<file path="config.mk">
export PLATFORM = sky130hd
export DESIGN_NAME = alarm_snooze_controller
export DESIGN_NICKNAME = d
export VERILOG_FILES = /design/src/rtl/core/asc_pkg.sv /design/src/rtl/core/asc_front.sv /design/src/rtl/core/asc_queue.sv /design/src/rtl/core/asc_back.sv /design/src/rtl/core/alarm_snooze_controller.sv
export SDC_FILE = /design/constraint.sdc
export NUM_CORES = 1
export LEC_CHECK = 0
export BUFFER_PORTS_ARGS = -buffer_cell sky130_fd_sc_hd__buf_2
export CAP_MARGIN = 10
export CORE_MARGIN = 5
export CORE_UTILIZATION = 30
export CTS_CLUSTER_SIZE = 28
export DETAILED_ROUTE_END_ITERATION = 6
export PLACE_DENSITY_LB_ADDON = 0.12
export SYNTH_ARGS = -nofsm -noshare
export SYNTH_HDL_FRONTEND = slang
export SYNTH_SLANG_ARGS = --single-unit
</file>
<file path="constraint.sdc">
create_clock -name clock -period 14.3 [get_ports clock]
set_input_delay 1.43 -clock clock [delete_from_list [all_inputs] [get_ports clock]]
set_output_delay 1.43 -clock clock [all_outputs]
set_load 0.01 [all_outputs]
</file>
<file path="src/rtl/core/asc_pkg.sv">
// Shared types and constants for the alarm and snooze controller.
// No dependencies; every other file of the block imports this package.
`timescale 1ns / 1ps

package asc_pkg;

   // event codes as they arrive on the request word
   localparam logic [3:0] FN_TICK    = 4'd0;
   localparam logic [3:0] FN_ENTER   = 4'd1;
   localparam logic [3:0] FN_DIGIT   = 4'd2;
   localparam logic [3:0] FN_NEXT    = 4'd3;
   localparam logic [3:0] FN_CONFIRM = 4'd4;
   localparam logic [3:0] FN_CANCEL  = 4'd5;
   localparam logic [3:0] FN_TOGGLE  = 4'd6;
   localparam logic [3:0] FN_STOP    = 4'd7;
   localparam logic [3:0] FN_SNOOZE  = 4'd8;

   // edit modes
   localparam logic [1:0] MODE_NONE   = 2'd0;
   localparam logic [1:0] MODE_HOUR   = 2'd1;
   localparam logic [1:0] MODE_MINUTE = 2'd2;

   // field limits
   localparam logic [4:0] HOUR_MAX     = 5'd23;
   localparam logic [5:0] MINUTE_MAX   = 6'd59;
   localparam logic [3:0] DIGIT_MAX    = 4'd9;
   localparam logic [1:0] ENTRY_DIGITS = 2'd2;

   // configuration register indexes and reset values
   localparam logic       CSR_SNOOZE_LIMIT = 1'b0;
   localparam logic       CSR_SNOOZE_MS    = 1'b1;
   localparam logic [3:0]  SNOOZE_LIMIT_RST = 4'd3;
   localparam logic [21:0] SNOOZE_MS_RST    = 22'd300000;

   // alarm time after reset
   localparam logic [4:0] ALARM_HOUR_RST   = 5'd7;
   localparam logic [5:0] ALARM_MINUTE_RST = 6'd30;

   // classified operation, one bit per kind
   typedef enum logic [9:0] {
      OP_NONE    = 10'b00_0000_0001,
      OP_TICK    = 10'b00_0000_0010,
      OP_ENTER   = 10'b00_0000_0100,
      OP_DIGIT   = 10'b00_0000_1000,
      OP_NEXT    = 10'b00_0001_0000,
      OP_CONFIRM = 10'b00_0010_0000,
      OP_CANCEL  = 10'b00_0100_0000,
      OP_TOGGLE  = 10'b00_1000_0000,
      OP_STOP    = 10'b01_0000_0000,
      OP_SNOOZE  = 10'b10_0000_0000
   } op_type;

   typedef struct packed {
      logic [3:0]  func;
      logic [3:0]  digit;
      logic [4:0]  cur_hour;
      logic [5:0]  cur_minute;
      logic [5:0]  cur_second;
      logic [31:0] now_ms;
   } req_type;

   typedef struct packed {
      logic        is_ringing;
      logic        is_snoozing;
      logic        is_armed;
      logic [1:0]  edit_state;
      logic [4:0]  show_hour;
      logic [5:0]  show_minute;
      logic [3:0]  snoozes_used;
      logic        sound_start;
      logic        sound_stop;
   } rsp_type;

   // classified word passed from the front end to the back end
   typedef struct packed {
      op_type      op;
      logic [3:0]  digit;
      logic [4:0]  hour;
      logic [5:0]  minute;
      logic        sec_zero;
      logic [31:0] now_ms;
   } cmd_type;

   // configuration write
   typedef struct packed {
      logic        we;
      logic        index;
      logic [21:0] wdata;
   } csr_type;

endpackage

</file>
<file path="src/rtl/core/asc_front.sv">
// Front end: accepts request words and classifies them into commands.
// Depends on asc_pkg.
`timescale 1ns / 1ps

module asc_front (
   input  logic              req_valid,
   output logic              req_ready,
   input  asc_pkg::req_type  req_data,
   input  logic              q_full,
   output logic              q_push,
   output asc_pkg::cmd_type  q_cmd
);
   import asc_pkg::*;

   // take a word whenever the queue has room
   assign req_ready = !q_full;
   assign q_push    = req_valid && !q_full;

   // decode the event code, clamp the key, flag second zero
   always_comb begin
      case (req_data.func)
         FN_TICK:    q_cmd.op = OP_TICK;
         FN_ENTER:   q_cmd.op = OP_ENTER;
         FN_DIGIT:   q_cmd.op = OP_DIGIT;
         FN_NEXT:    q_cmd.op = OP_NEXT;
         FN_CONFIRM: q_cmd.op = OP_CONFIRM;
         FN_CANCEL:  q_cmd.op = OP_CANCEL;
         FN_TOGGLE:  q_cmd.op = OP_TOGGLE;
         FN_STOP:    q_cmd.op = OP_STOP;
         FN_SNOOZE:  q_cmd.op = OP_SNOOZE;
         default:    q_cmd.op = OP_NONE;
      endcase
      q_cmd.digit    = (req_data.digit > DIGIT_MAX) ? DIGIT_MAX : req_data.digit;
      q_cmd.hour     = req_data.cur_hour;
      q_cmd.minute   = req_data.cur_minute;
      q_cmd.sec_zero = (req_data.cur_second == 6'd0);
      q_cmd.now_ms   = req_data.now_ms;
   end

endmodule

</file>
<file path="src/rtl/core/asc_queue.sv">
// Two-entry command queue between the front end and the back end.
// Depends on asc_pkg for the command word type.
`timescale 1ns / 1ps

module asc_queue (
   input  logic              clock,
   input  logic              reset,
   input  logic              push,
   input  asc_pkg::cmd_type  push_cmd,
   output logic              full,
   input  logic              pop,
   output logic              not_empty,
   output asc_pkg::cmd_type  head_cmd
);
   import asc_pkg::*;

   cmd_type    slot_ff [2];
   logic       wr_ptr_ff, wr_ptr_in;
   logic       rd_ptr_ff, rd_ptr_in;
   logic [1:0] count_ff, count_in;

   assign full      = (count_ff == 2'd2);
   assign not_empty = (count_ff != 2'd0);
   assign head_cmd  = slot_ff[rd_ptr_ff];

   // pointer and fill count update
   always_comb begin
      wr_ptr_in = wr_ptr_ff ^ push;
      rd_ptr_in = rd_ptr_ff ^ pop;
      count_in  = count_ff + {1'b0, push} - {1'b0, pop};
   end

   always_ff @(posedge clock) begin
      if (reset) begin
         wr_ptr_ff <= 1'b0;
         rd_ptr_ff <= 1'b0;
         count_ff  <= 2'd0;
      end else begin
         wr_ptr_ff <= wr_ptr_in;
         rd_ptr_ff <= rd_ptr_in;
         count_ff  <= count_in;
      end
   end

   // storage, no reset needed
   always_ff @(posedge clock) begin
      if (push) begin
         slot_ff[wr_ptr_ff] <= push_cmd;
      end
   end

endmodule

</file>
<file path="src/rtl/core/asc_back.sv">
// Back end: holds the alarm, edit and snooze state, executes one command per cycle
// unless the response is stalled, and drives the registered response word. Depends on asc_pkg.
`timescale 1ns / 1ps

module asc_back (
   input  logic              clock,
   input  logic              reset,
   input  asc_pkg::csr_type  csr,
   input  logic              cmd_valid,
   input  asc_pkg::cmd_type  cmd,
   output logic              cmd_pop,
   output logic              rsp_valid,
   input  logic              rsp_ready,
   output asc_pkg::rsp_type  rsp_data
);
   import asc_pkg::*;

   // configuration
   logic [3:0]  snooze_limit_ff;
   logic [21:0] snooze_ms_ff;

   // alarm state
   logic [4:0]  alarm_hour_ff, alarm_hour_in;
   logic [5:0]  alarm_minute_ff, alarm_minute_in;
   logic        armed_ff, armed_in;
   logic [1:0]  edit_mode_ff, edit_mode_in;
   logic [4:0]  edit_hour_ff, edit_hour_in;
   logic [5:0]  edit_minute_ff, edit_minute_in;
   logic [1:0]  entry_count_ff, entry_count_in;
   logic [6:0]  entry_value_ff, entry_value_in;
   logic        ringing_ff, ringing_in;
   logic        snoozing_ff, snoozing_in;
   logic [3:0]  snooze_count_ff, snooze_count_in;
   logic [31:0] snooze_deadline_ff, snooze_deadline_in;

   // output register
   logic        rsp_valid_ff, rsp_valid_in;
   rsp_type     rsp_data_ff, rsp_data_in;

   logic        start, stop;
   logic [6:0]  entry_base;
   logic [6:0]  entry_next;
   logic        time_match;

   assign cmd_pop   = cmd_valid && (!rsp_valid_ff || rsp_ready);
   assign rsp_valid = rsp_valid_ff;
   assign rsp_data  = rsp_data_ff;

   // configuration writes
   always_ff @(posedge clock) begin
      if (reset) begin
         snooze_limit_ff <= SNOOZE_LIMIT_RST;
         snooze_ms_ff    <= SNOOZE_MS_RST;
      end else if (csr.we) begin
         if (csr.index == CSR_SNOOZE_LIMIT) begin
            snooze_limit_ff <= csr.wdata[3:0];
         end else begin
            snooze_ms_ff <= csr.wdata;
         end
      end
   end

   // entry buffer restarts after two digits
   assign entry_base = (entry_count_ff >= ENTRY_DIGITS) ? 7'd0 : entry_value_ff;
   assign entry_next = 7'((entry_base << 3) + (entry_base << 1)) + {3'd0, cmd.digit};
   assign time_match = (cmd.hour == alarm_hour_ff) && (cmd.minute == alarm_minute_ff)
                       && cmd.sec_zero;

   // state update for the command at the queue head
   always_comb begin
      alarm_hour_in      = alarm_hour_ff;
      alarm_minute_in    = alarm_minute_ff;
      armed_in           = armed_ff;
      edit_mode_in       = edit_mode_ff;
      edit_hour_in       = edit_hour_ff;
      edit_minute_in     = edit_minute_ff;
      entry_count_in     = entry_count_ff;
      entry_value_in     = entry_value_ff;
      ringing_in         = ringing_ff;
      snoozing_in        = snoozing_ff;
      snooze_count_in    = snooze_count_ff;
      snooze_deadline_in = snooze_deadline_ff;
      start              = 1'b0;
      stop               = 1'b0;
      case (cmd.op)
         OP_TICK: begin
            if (snoozing_ff) begin
               if (cmd.now_ms >= snooze_deadline_ff) begin
                  snoozing_in = 1'b0;
                  ringing_in  = 1'b1;
                  start       = 1'b1;
               end
            end else if (armed_ff && !ringing_ff && time_match) begin
               ringing_in = 1'b1;
               start      = 1'b1;
            end
         end
         OP_ENTER: begin
            edit_hour_in   = alarm_hour_ff;
            edit_minute_in = alarm_minute_ff;
            edit_mode_in   = MODE_HOUR;
            entry_count_in = 2'd0;
            entry_value_in = 7'd0;
         end
         OP_DIGIT: begin
            if (edit_mode_ff != MODE_NONE) begin
               entry_value_in = entry_next;
               entry_count_in = (entry_count_ff >= ENTRY_DIGITS) ? 2'd1
                                                                : entry_count_ff + 2'd1;
               if (edit_mode_ff == MODE_HOUR) begin
                  edit_hour_in = (entry_next > 7'(HOUR_MAX)) ? HOUR_MAX : entry_next[4:0];
               end else begin
                  edit_minute_in = (entry_next > 7'(MINUTE_MAX)) ? MINUTE_MAX
                                                                 : entry_next[5:0];
               end
            end
         end
         OP_NEXT: begin
            entry_count_in = 2'd0;
            entry_value_in = 7'd0;
            edit_mode_in   = (edit_mode_ff == MODE_HOUR) ? MODE_MINUTE : MODE_HOUR;
         end
         OP_CONFIRM: begin
            alarm_hour_in   = edit_hour_ff;
            alarm_minute_in = edit_minute_ff;
            edit_mode_in    = MODE_NONE;
         end
         OP_CANCEL: begin
            edit_mode_in = MODE_NONE;
         end
         OP_TOGGLE: begin
            armed_in = !armed_ff;
         end
         OP_STOP: begin
            ringing_in      = 1'b0;
            snoozing_in     = 1'b0;
            snooze_count_in = 4'd0;
            stop            = 1'b1;
         end
         OP_SNOOZE: begin
            if (snooze_count_ff >= snooze_limit_ff) begin
               ringing_in      = 1'b0;
               snoozing_in     = 1'b0;
               snooze_count_in = 4'd0;
            end else begin
               snooze_count_in    = snooze_count_ff + 4'd1;
               snoozing_in        = 1'b1;
               ringing_in         = 1'b0;
               snooze_deadline_in = cmd.now_ms + {10'd0, snooze_ms_ff};
            end
            stop = 1'b1;
         end
         default: begin
         end
      endcase
   end

   // response word built from the state after the command
   always_comb begin
      rsp_data_in.is_ringing   = ringing_in;
      rsp_data_in.is_snoozing  = snoozing_in;
      rsp_data_in.is_armed     = armed_in;
      rsp_data_in.edit_state   = edit_mode_in;
      rsp_data_in.show_hour    = (edit_mode_in != MODE_NONE) ? edit_hour_in : alarm_hour_in;
      rsp_data_in.show_minute  = (edit_mode_in != MODE_NONE) ? edit_minute_in
                                                             : alarm_minute_in;
      rsp_data_in.snoozes_used = snooze_count_in;
      rsp_data_in.sound_start  = start;
      rsp_data_in.sound_stop   = stop;
      rsp_valid_in             = cmd_pop || (rsp_valid_ff && !rsp_ready);
   end

   // state registers advance only on a popped command
   always_ff @(posedge clock) begin
      if (reset) begin
         alarm_hour_ff      <= ALARM_HOUR_RST;
         alarm_minute_ff    <= ALARM_MINUTE_RST;
         armed_ff           <= 1'b0;
         edit_mode_ff       <= MODE_NONE;
         edit_hour_ff       <= ALARM_HOUR_RST;
         edit_minute_ff     <= ALARM_MINUTE_RST;
         entry_count_ff     <= 2'd0;
         entry_value_ff     <= 7'd0;
         ringing_ff         <= 1'b0;
         snoozing_ff        <= 1'b0;
         snooze_count_ff    <= 4'd0;
         snooze_deadline_ff <= 32'd0;
         rsp_valid_ff       <= 1'b0;
      end else begin
         rsp_valid_ff <= rsp_valid_in;
         if (cmd_pop) begin
            alarm_hour_ff      <= alarm_hour_in;
            alarm_minute_ff    <= alarm_minute_in;
            armed_ff           <= armed_in;
            edit_mode_ff       <= edit_mode_in;
            edit_hour_ff       <= edit_hour_in;
            edit_minute_ff     <= edit_minute_in;
            entry_count_ff     <= entry_count_in;
            entry_value_ff     <= entry_value_in;
            ringing_ff         <= ringing_in;
            snoozing_ff        <= snoozing_in;
            snooze_count_ff    <= snooze_count_in;
            snooze_deadline_ff <= snooze_deadline_in;
         end
      end
   end

   // response payload, no reset needed
   always_ff @(posedge clock) begin
      if (cmd_pop) begin
         rsp_data_ff <= rsp_data_in;
      end
   end

endmodule

</file>
<file path="src/rtl/core/alarm_snooze_controller.sv">
// Alarm clock controller with snooze. Each request word carries one event
// (tick, enter set, digit, next field, confirm, cancel, toggle, stop, snooze)
// and yields exactly one response word with the state after that event and
// the buzzer start and stop pulses. The block sustains one word per clock
// while responses are taken: a decoder feeds a two-entry queue, and the
// execute stage updates the state and loads the response register; a word
// passes a queue slot, then the response register. When the response is
// held back the queue absorbs two more words before req_ready falls.
// Configuration writes (index 0 snooze limit, index 1 snooze_ms) take effect
// on the next edge. Depends on asc_pkg, asc_front, asc_queue and asc_back.
`timescale 1ns / 1ps

module alarm_snooze_controller (
   input  logic              clock,
   input  logic              reset,
   input  logic              req_valid,
   output logic              req_ready,
   input  asc_pkg::req_type  req_data,
   output logic              rsp_valid,
   input  logic              rsp_ready,
   output asc_pkg::rsp_type  rsp_data,
   input  logic              csr_we,
   input  logic              csr_index,
   input  logic [21:0]       csr_wdata
);
   import asc_pkg::*;

   logic    q_full, q_push, q_pop, q_not_empty;
   cmd_type q_cmd, head_cmd;
   csr_type csr;

   assign csr.we    = csr_we;
   assign csr.index = csr_index;
   assign csr.wdata = csr_wdata;

   // decode
   asc_front u_front (
      .req_valid (req_valid),
      .req_ready (req_ready),
      .req_data  (req_data),
      .q_full    (q_full),
      .q_push    (q_push),
      .q_cmd     (q_cmd)
   );

   // decoupling queue
   asc_queue u_queue (
      .clock     (clock),
      .reset     (reset),
      .push      (q_push),
      .push_cmd  (q_cmd),
      .full      (q_full),
      .pop       (q_pop),
      .not_empty (q_not_empty),
      .head_cmd  (head_cmd)
   );

   // execute
   asc_back u_back (
      .clock     (clock),
      .reset     (reset),
      .csr       (csr),
      .cmd_valid (q_not_empty),
      .cmd       (head_cmd),
      .cmd_pop   (q_pop),
      .rsp_valid (rsp_valid),
      .rsp_ready (rsp_ready),
      .rsp_data  (rsp_data)
   );

endmodule

</file>
==> flow_metrics.py <==
metrics = {
    "logic_synthesis": {
        "postSynthAreaPerCell_sq_um": 10.5,
        "yosys_warnings": 0,
        "ys_seq_area_share_pct": 51.0,
        "synthCells": 1149,
        "ys_seq_elements": 240,
        "synth_cell_type_count": 73,
        "synth.cell_area_sq_um": 12100,
        "synth_nets": 1308,
        "synth-edff-count": 138,
        "synth-main-ff-cell": "edfxtp_1",
        "async_flop_share_pct": 0,
    },
    "layout": {
        "final.fill_count": 4062,
        "num_antenna_cells": 0,
        "nets": 1415,
        "seq_area_sq_um": 6190,
        "multi_input_area_sq_um": 5490,
        "drive_above_1_share_pct": 17.1,
        "syn_to_final_growth_pct": 17.5,
    },
    "clock_network": {
        "htreeDepth": 1,
        "cts_tree": "done",
        "post-cts-setup-buffer-count": 0,
        "holdBufCountCts": 0,
        "cts_sinks": 240,
        "clkTransAtPathRegs_ps": 60,
        "cts_root_buf": "clkbuf_16",
        "post_cts_resized": 0,
        "cts_buffers": 29,
        "clockBufferDepth": 3,
        "insertion_delay_ps": 560,
    },
    "grt": {
        "grt_overflow": 0,
        "grt_pass1_vias": 8622,
        "grt_pass1_wl_um": 48300,
        "grt_usage_pct": 13.5,
        "antenna_found_initial": 0,
        "grt_max_degree": 62,
    },
    "sta": {
        "finalCritPeriodShare_pct": 29.6,
        "hold_violations": 0,
        "rsz0062_at_grt": "false",
        "final.setup_skew_ps": 12.2,
        "min_period_ps": 4230,
        "tightestPinTransition_ps": 891,
        "relSlewSlack_pct": 40.3,
        "finalMaxSlewViolations": 0,
        "fmax_mhz": 236,
        "final.setup.tns_ps": 0,
        "fin_ws_ps": 10070,
        "holdWs_ps": 450,
        "setup-violations-final": 0,
    },
    "power": {
        "ir_drop_mv": 0.0873,
        "powerDensity_nw_per_um2": 168,
        "leakagePower_nw": 5.39,
    },
    "floorplan": {
        "fp.dieW_um": 211,
        "coreArea_sq_um": 39800,
        "die_h_um": 211,
        "rows": 73,
        "die_area_sq_um": 44500,
        "ios": 109,
        "start_util_pct": 30.4,
    },
    "routing": {
        "antenna_left": 0,
        "route.detailed.drc": 0,
        "num_vias": 8612,
        "viasPerCell": 4.78,
        "wl_per_cell_um": 16.9,
        "routed_wl_um": 30500,
        "dr.pass1.iters": 7,
        "drt_iter0_markers": 369,
    },
    "placement": {
        "numPortBuffers": 108,
        "routabilityCongestion": 0.792,
        "pre_cts_ws_ps": 10060,
        "hpwl_um": 21800,
    },
    "hold_path": {
        "hold_path.class": "reg -> reg",
    },
    "setup_path": {
        "worstPathArrival_ps": 4540,
        "crit_required_ps": 14610,
        "cp-end-kind": "flip-flop",
        "startpoint_type": "flip-flop",
        "critPathMaxFanout": 61,
        "worst-setup-path-type": "reg -> reg",
    },
    "run": {
        "max_cap_viol_count": 0,
    },
    "run_status": {
        "status": "completed",
    },
}
## placed cells by master (no fill, tap or decap), types with 6 or more instances in the layout
cell type  instances
clkinv_1           6
xnor2_1           27
a211oi_1          11
o211ai_1          10
ha_1              69
nor2b_1           17
a21o_1            33
or3_1              9
xor2_1            18
o21ai_0           31
clkbuf_16         29
nand4_1            9
nor4_1             8
a31oi_1            6
nand2b_1          13
a21oi_1           79
mux2_2            35
and2_1            11
mux2i_1           33
bufinv_16          6
edfxtp_1         138
nand2_1          138
buf_2            108
nor2_1            75
and3_1             6
o21a_1             8
buf_4             11
a221oi_1           7
dfxtp_1          101
nand3_1           31
nor3_1            16
inv_1             68
## cell families after synthesis
kind of cell | after synthesis | synth area share, %
AO/OA/AOI/OAI | 246 | 13.6
XOR/XNOR | 46 | 3.45
adder cells (fa/ha/maj) | 74 | 7.82
buffers and inverters | 112 | 3.76
flip-flops | 240 | 51.0
multiplexers | 68 | 5.98
AND/OR/NAND/NOR | 363 | 14.3
## registers in the layout, summed over array words and instances, names as in the netlist, 2 cells and up
| signal | cells |
|---|---|
| u_back.edit_minute_ff | 6 |
| u_back.alarm_hour_ff | 5 |
| u_back.snooze_count_ff | 4 |
| u_back.snooze_ms_ff | 22 |
| u_queue.slot_ff | 116 |
| u_back.edit_hour_ff | 5 |
| u_back.alarm_minute_ff | 6 |
| u_back.snooze_limit_ff | 4 |
| u_queue.count_ff | 2 |
| u_back.snooze_deadline_ff | 32 |
| u_back.entry_count_ff | 2 |
| u_back.edit_mode_ff | 2 |
| u_back.rsp_data | 22 |
| u_back.entry_value_ff | 6 |
## final timing paths
path,slack (ps),end,cells after the start,startpoint
max,10070,u_back.rsp_data[13],9,u_queue.rd_ptr_ff
min,450,u_back.entry_value_ff[4],2,u_back.entry_value_ff[4]
max reg2reg,10070,u_back.rsp_data[13],9,u_queue.rd_ptr_ff
min reg2reg,450,u_back.entry_value_ff[4],2,u_back.entry_value_ff[4]
## critical path: stages (launching register included)
cell	delay (ps)
dfxtp_4	580
buf_4	660
or3b_2	530
a222oi_1	380
and3_1	210
buf_4	250
nor2_1	200
nand2_1	500
nor2_1	210
a221o_1	390
## routing by layer
metal	vias up	wire length, um	track usage [%]
met5	-	0	0
met4	0	469	3.06
met3	31	1270	2.09
met2	119	13900	21.9
met1	4060	14900	19.2
li1	4402	-	-
## cell type report
cell class,count,share of cell area (%)
inverter,69,1.82
tap,525,4.61
clock buffer,31,5.22
sequential,240,43.5
clock inverter,22,1.95
multi-input combinational,797,38.5
timing repair buffer,119,4.38
## report_power, final
part	switching, W	total (W)	leakage, nW	internal, W
registers	0.0000556	0.000899	2.12	0.000843
clock network	0.000299	0.000783	0.496	0.000484
logic	0.000420	0.000704	2.78	0.000284
total	0.000775	0.00239	5.39	0.00161
## stage by stage
stage | instance area, sq um | cells | power, W | utilization, %
after floorplan | 12100 | 1149 | 0.00141 | -
after global placement | 13200 | 1750 | 0.00163 | 33.2
after detailed placement | 13200 | 1750 | 0.00163 | 33.2
after CTS | 14200 | 1803 | 0.00243 | 35.8
after global routing | 14200 | 1803 | 0.00255 | 35.8
final | 14200 | 1803 | 0.00239 | 35.8
## Yosys cell counts (23+ instances only)
library cell / instances / area [sq um]
edfxtp_1: 138 / 4140
nand2_1: 138 / 518
dfxtp_1: 102 / 2040
a21oi_1: 79 / 395
nor2_1: 75 / 282
ha_1: 71 / 888
inv_1: 68 / 255
mux2_2: 35 / 394
a21o_1: 33 / 248
mux2i_1: 33 / 330
nand3_1: 31 / 155
o21ai_0: 31 / 155
xnor2_1: 27 / 236
clkbuf_1: 23 / 86.3
(Power assumes the default switching activity.)
